File: src/sv/hpt_pkg.sv
// Shared constants and types for the homogeneous point transform.
package hpt_pkg;

    localparam int FRAC_BITS = 16;
    localparam int DATA_W    = 32;
    localparam int CFG_W     = 64;
    localparam int CFG_IDX_W = 4;
    localparam int NUM_REGS  = 8;
    localparam int NUM_ELEMS = 16;
    localparam int NUM_LANES = 3;
    localparam int NUM_ROWS  = 4;
    localparam int PROD_W    = 2 * DATA_W;
    localparam int SUM_W     = PROD_W + 2;
    localparam int Q_W       = DATA_W + 2;
    localparam int REM_W     = SUM_W + FRAC_BITS;
    localparam int DSH_W     = SUM_W + Q_W - 1;

    localparam logic [DATA_W-1:0] ONE     = DATA_W'(1) << FRAC_BITS;
    localparam logic [DATA_W-1:0] POS_MAX = {1'b0, {(DATA_W-1){1'b1}}};
    localparam logic [DATA_W-1:0] NEG_MAX = {1'b1, {(DATA_W-1){1'b0}}};

    typedef struct packed {
        logic [NUM_LANES-1:0][REM_W-1:0] rem;
        logic [NUM_LANES-1:0][Q_W-1:0]   quo;
        logic [DSH_W-1:0]                dsh;
        logic [NUM_LANES-1:0]            neg;
        logic                            zero_w;
    } t_div;

endpackage

File: src/sv/hpt_div_step.sv
// One restoring division step shared by the three lanes.
module hpt_div_step (
    input  hpt_pkg::t_div i_stage,
    output hpt_pkg::t_div o_stage
);
    import hpt_pkg::*;

    always_comb begin
        o_stage     = i_stage;
        o_stage.dsh = i_stage.dsh >> 1;
        for (int l = 0; l < NUM_LANES; l++) begin
            if (DSH_W'(i_stage.rem[l]) >= i_stage.dsh) begin
                o_stage.rem[l] = i_stage.rem[l] - REM_W'(i_stage.dsh);
                o_stage.quo[l] = {i_stage.quo[l][Q_W-2:0], 1'b1};
            end else begin
                o_stage.quo[l] = {i_stage.quo[l][Q_W-2:0], 1'b0};
            end
        end
    end

endmodule

File: config.mk
export PLATFORM = sky130hd
export DESIGN_NAME = hpt_div_step
export DESIGN_NICKNAME = d
export VERILOG_FILES = /design/src/sv/hpt_pkg.sv /design/src/sv/hpt_div_step.sv
export SDC_FILE = /design/constraint.sdc
export NUM_CORES = 1
export LEC_CHECK = 0
export ABC_AREA = 1
export BUFFER_PORTS_ARGS = -buffer_cell sky130_fd_sc_hd__buf_4
export CAP_MARGIN = 10
export CORE_AREA = 2 2 355 357
export DETAILED_ROUTE_END_ITERATION = 6
export DIE_AREA = 0 0 357 359
export PLACE_DENSITY_LB_ADDON = 0.25
export SYNTH_ARGS = -nofsm -noshare
export SYNTH_HDL_FRONTEND = slang
export SYNTH_SLANG_ARGS = --single-unit
export TNS_END_PERCENT = 10
File: constraint.sdc
create_clock -name vclk -period 3.55
set_input_delay 0.71 -clock vclk [all_inputs]
set_output_delay 0.71 -clock vclk [all_outputs]
set_load 0.01 [all_outputs]
==> flow_summary.ini <==
[yosys]
synth_area_um2 = 28970
yosys_warnings = 0
syn_area_per_cell_um2 = 4.692
syn-num-nets = 6875
synth_top_area_cell = nand2_1
yosys.cell_types.count = 36
synth.most_common_cell = nand2_1
synth_common_cells = 2652 x nand2_1, 1208 x inv_1, 579 x nor2_1
synth.area.top_cells = nand2_1 34%, inv_1 16%, ha_1 11%
yosysSeqAreaShare = 0
synth_top_area_share = 0.3436
synthCells = 6175

[finish]
multi_input_area_um2 = 24760
regArea_um2 = 0
area_delta_synth_final_pct = 79.04
drive_above_1_share = 0.3620
fillers = 13984
fin_area_um2 = 51870
final_util = 0.4163
nets = 8969
nFlopsAndLatches = 0
n_clock_buffer = 0

[floorplan]
io_pins = 902
coreArea_um2 = 124600
start_util = 0.2325
dieArea_um2 = 128200
die_w_um = 357
rows = 130
die_y_um = 359

[power_and_ir_drop]
ir_drop_uv = 74.42
p_leak_uw = 0.03020
cellPowerDensity_nw_per_um2 = 166.5

[placed_design]
placed_area_um2 = 47690
place.gp.congestion = 1.037
hpwl_um = 200200
dp_slack_ns = -0.9519
io_buffer_count = 692

[route]
drtIter0Drc = 4143
drc = 0
antenna_left = 0
wl_um = 228100
vias_per_cell = 4.635
routed-via-count = 45996
wl_per_cell_um = 22.98
firstDrtPassIters = 6

[worst_setup_path]
critical_path_required_ns = 2.84
slowest_delay_ns = 0.27
critPathMaxFanout = 13
critical_path_class = in2out
crit_path_end_kind = output pin
crit_slowest_cell = ha_4
crit_chain = buf_6, clkinvlp_4, buf_6, ha_4, buf_6, nand2_1, nor2_2, nand2_2, buf_4, inv_1, a21oi_2, nand2_2, a21oi_4, nand3_4, buf_12, buf_12, nand2_1, nand2_1, buf_4
worst-endpoint-arrival_ns = 3.44
startpoint_type = input pin

[status]
violations = setup timing
status = finished, violations left

[flow_run]
maxCapViolCount = 0

[sta]
slew_viol_final = 0
hold_viol = 0
relSlewSlack = 0.5525
finalCriticalPeriod_ns = 4.149
fmax_mhz = 241.0
fin_setup_tns_ns = -123.93
finalWorstSetupSlack_ns = -0.5989
setup_viol = 249
rsz0062_at_grt = yes
tightest_slew_ns = 0.6652
fin_crit_sh = 1.169

[global_route]
met1_usage = 0.4418
met2_usage = 0.5283
grtUsageTotal = 0.3299
grt_antenna_before_repair = 12
grt-ovfl-total = 0
grt-busiest-layer = met2
use_met3 = 0.02756
grt_first_pass_wirelength_um = 302000
grt_pass1_vias = 42371
grt_max_degree = 83

[worst_hold_path]
hold_path_class = in2out
-- cells in the final DEF (no fill, tap or decap), types with 7 or more instances in the layout --
master,n
nand3_2,29
nor3_1,46
nor2_1,476
buf_4,2193
xor2_1,141
nor3_2,12
o21bai_2,8
ha_1,147
nand2_1,2482
a21oi_2,29
nor3_4,9
nand2_4,7
nor2_4,34
clkinvlp_4,28
nand2_2,163
o21bai_1,42
diode_2,7
inv_1,1161
ha_2,18
buf_6,62
nand4_1,284
and2_1,13
inv_2,56
clkbuf_16,15
o21ai_0,49
buf_16,10
ha_4,81
a21oi_1,187
nor2_2,88
nand3_4,11
nand3_1,220
buf_12,113
-- final timing paths --
check / from / end / slack [ns] / cells past startpoint
setup / recovery: i_stage[70] / o_stage[301] / -0.60 / 19
hold / removal: i_stage[103] / o_stage[104] / 1.42 / 0
-- power by group --
group          switching [µW]   leakage, µW  total (µW)  internal [µW]
Sequential                  0             0           0              0
Clock                       0  0.0000000444    0.000288       0.000288
Combinational            4820        0.0302        8630           3820
Total                    4820        0.0302        8630           3820
-- stage by stage --
| stage | instances | total power, µW | hold slack (ns) |
|---|---|---|---|
| 2_1_floorplan | 6175 | 3255 | 1.512 |
| 3_3_place_gp | 9837 | 8019 | 1.420 |
| 3_5_place_dp | 9837 | 7976 | 1.420 |
| 4_1_cts | 9873 | 8100 | 1.420 |
| 5_1_grt | 9919 | 9178 | 1.420 |
| 6_report | 9924 | 8634 | 1.420 |
-- per-layer routing --
layer | up-vias | share of wire | routed length, µm
met2 | 1882 | 0.44 | 99860
met3 | 343 | 0.065 | 14840
li1 | 22862 | - | -
met5 | - | 0.00013 | 30
met1 | 20905 | 0.44 | 99600
met4 | 4 | 0.060 | 13730
-- final cells by class --
| class | count | share of cell area |
|---|---|---|
| Timing Repair Buffer | 2400 | 0.3904 |
| Antenna cell | 7 | 0.0003377 |
| Multi-Input combinational cell | 4622 | 0.4774 |
| Inverter | 1245 | 0.09212 |
| Tap cell | 1650 | 0.03980 |
-- logic make-up after synthesis --
| group | count (synthesis) | share of synthesized area |
|---|---|---|
| compound gates | 338 | 0.06417 |
| simple gates | 3890 | 0.5507 |
| buf+inv | 1553 | 0.2332 |
| xor+xnor | 144 | 0.04353 |
| fa+ha+maj | 249 | 0.1083 |
| other cells | 1 | 0.0001294 |
-- worst max-delay path, delay by kind of cell --
| kind | cells | cell delay, ns |
|---|---|---|
| fa+ha+maj | 1 | 0.27 |
| simple gates | 7 | 0.73 |
| buf+inv | 9 | 1.30 |
| compound gates | 2 | 0.40 |
-- repair_timing --
item,4_1_cts,5_1_grt
setup endpoints to repair,249,249
gates cloned,9,17
endpoints found under the hold margin,0,0
setup buffers,28,29
pin swaps,14,84
gates resized for setup,119,552
hold buffers,0,0
Note: power is estimated with default switching activity, not from simulation.
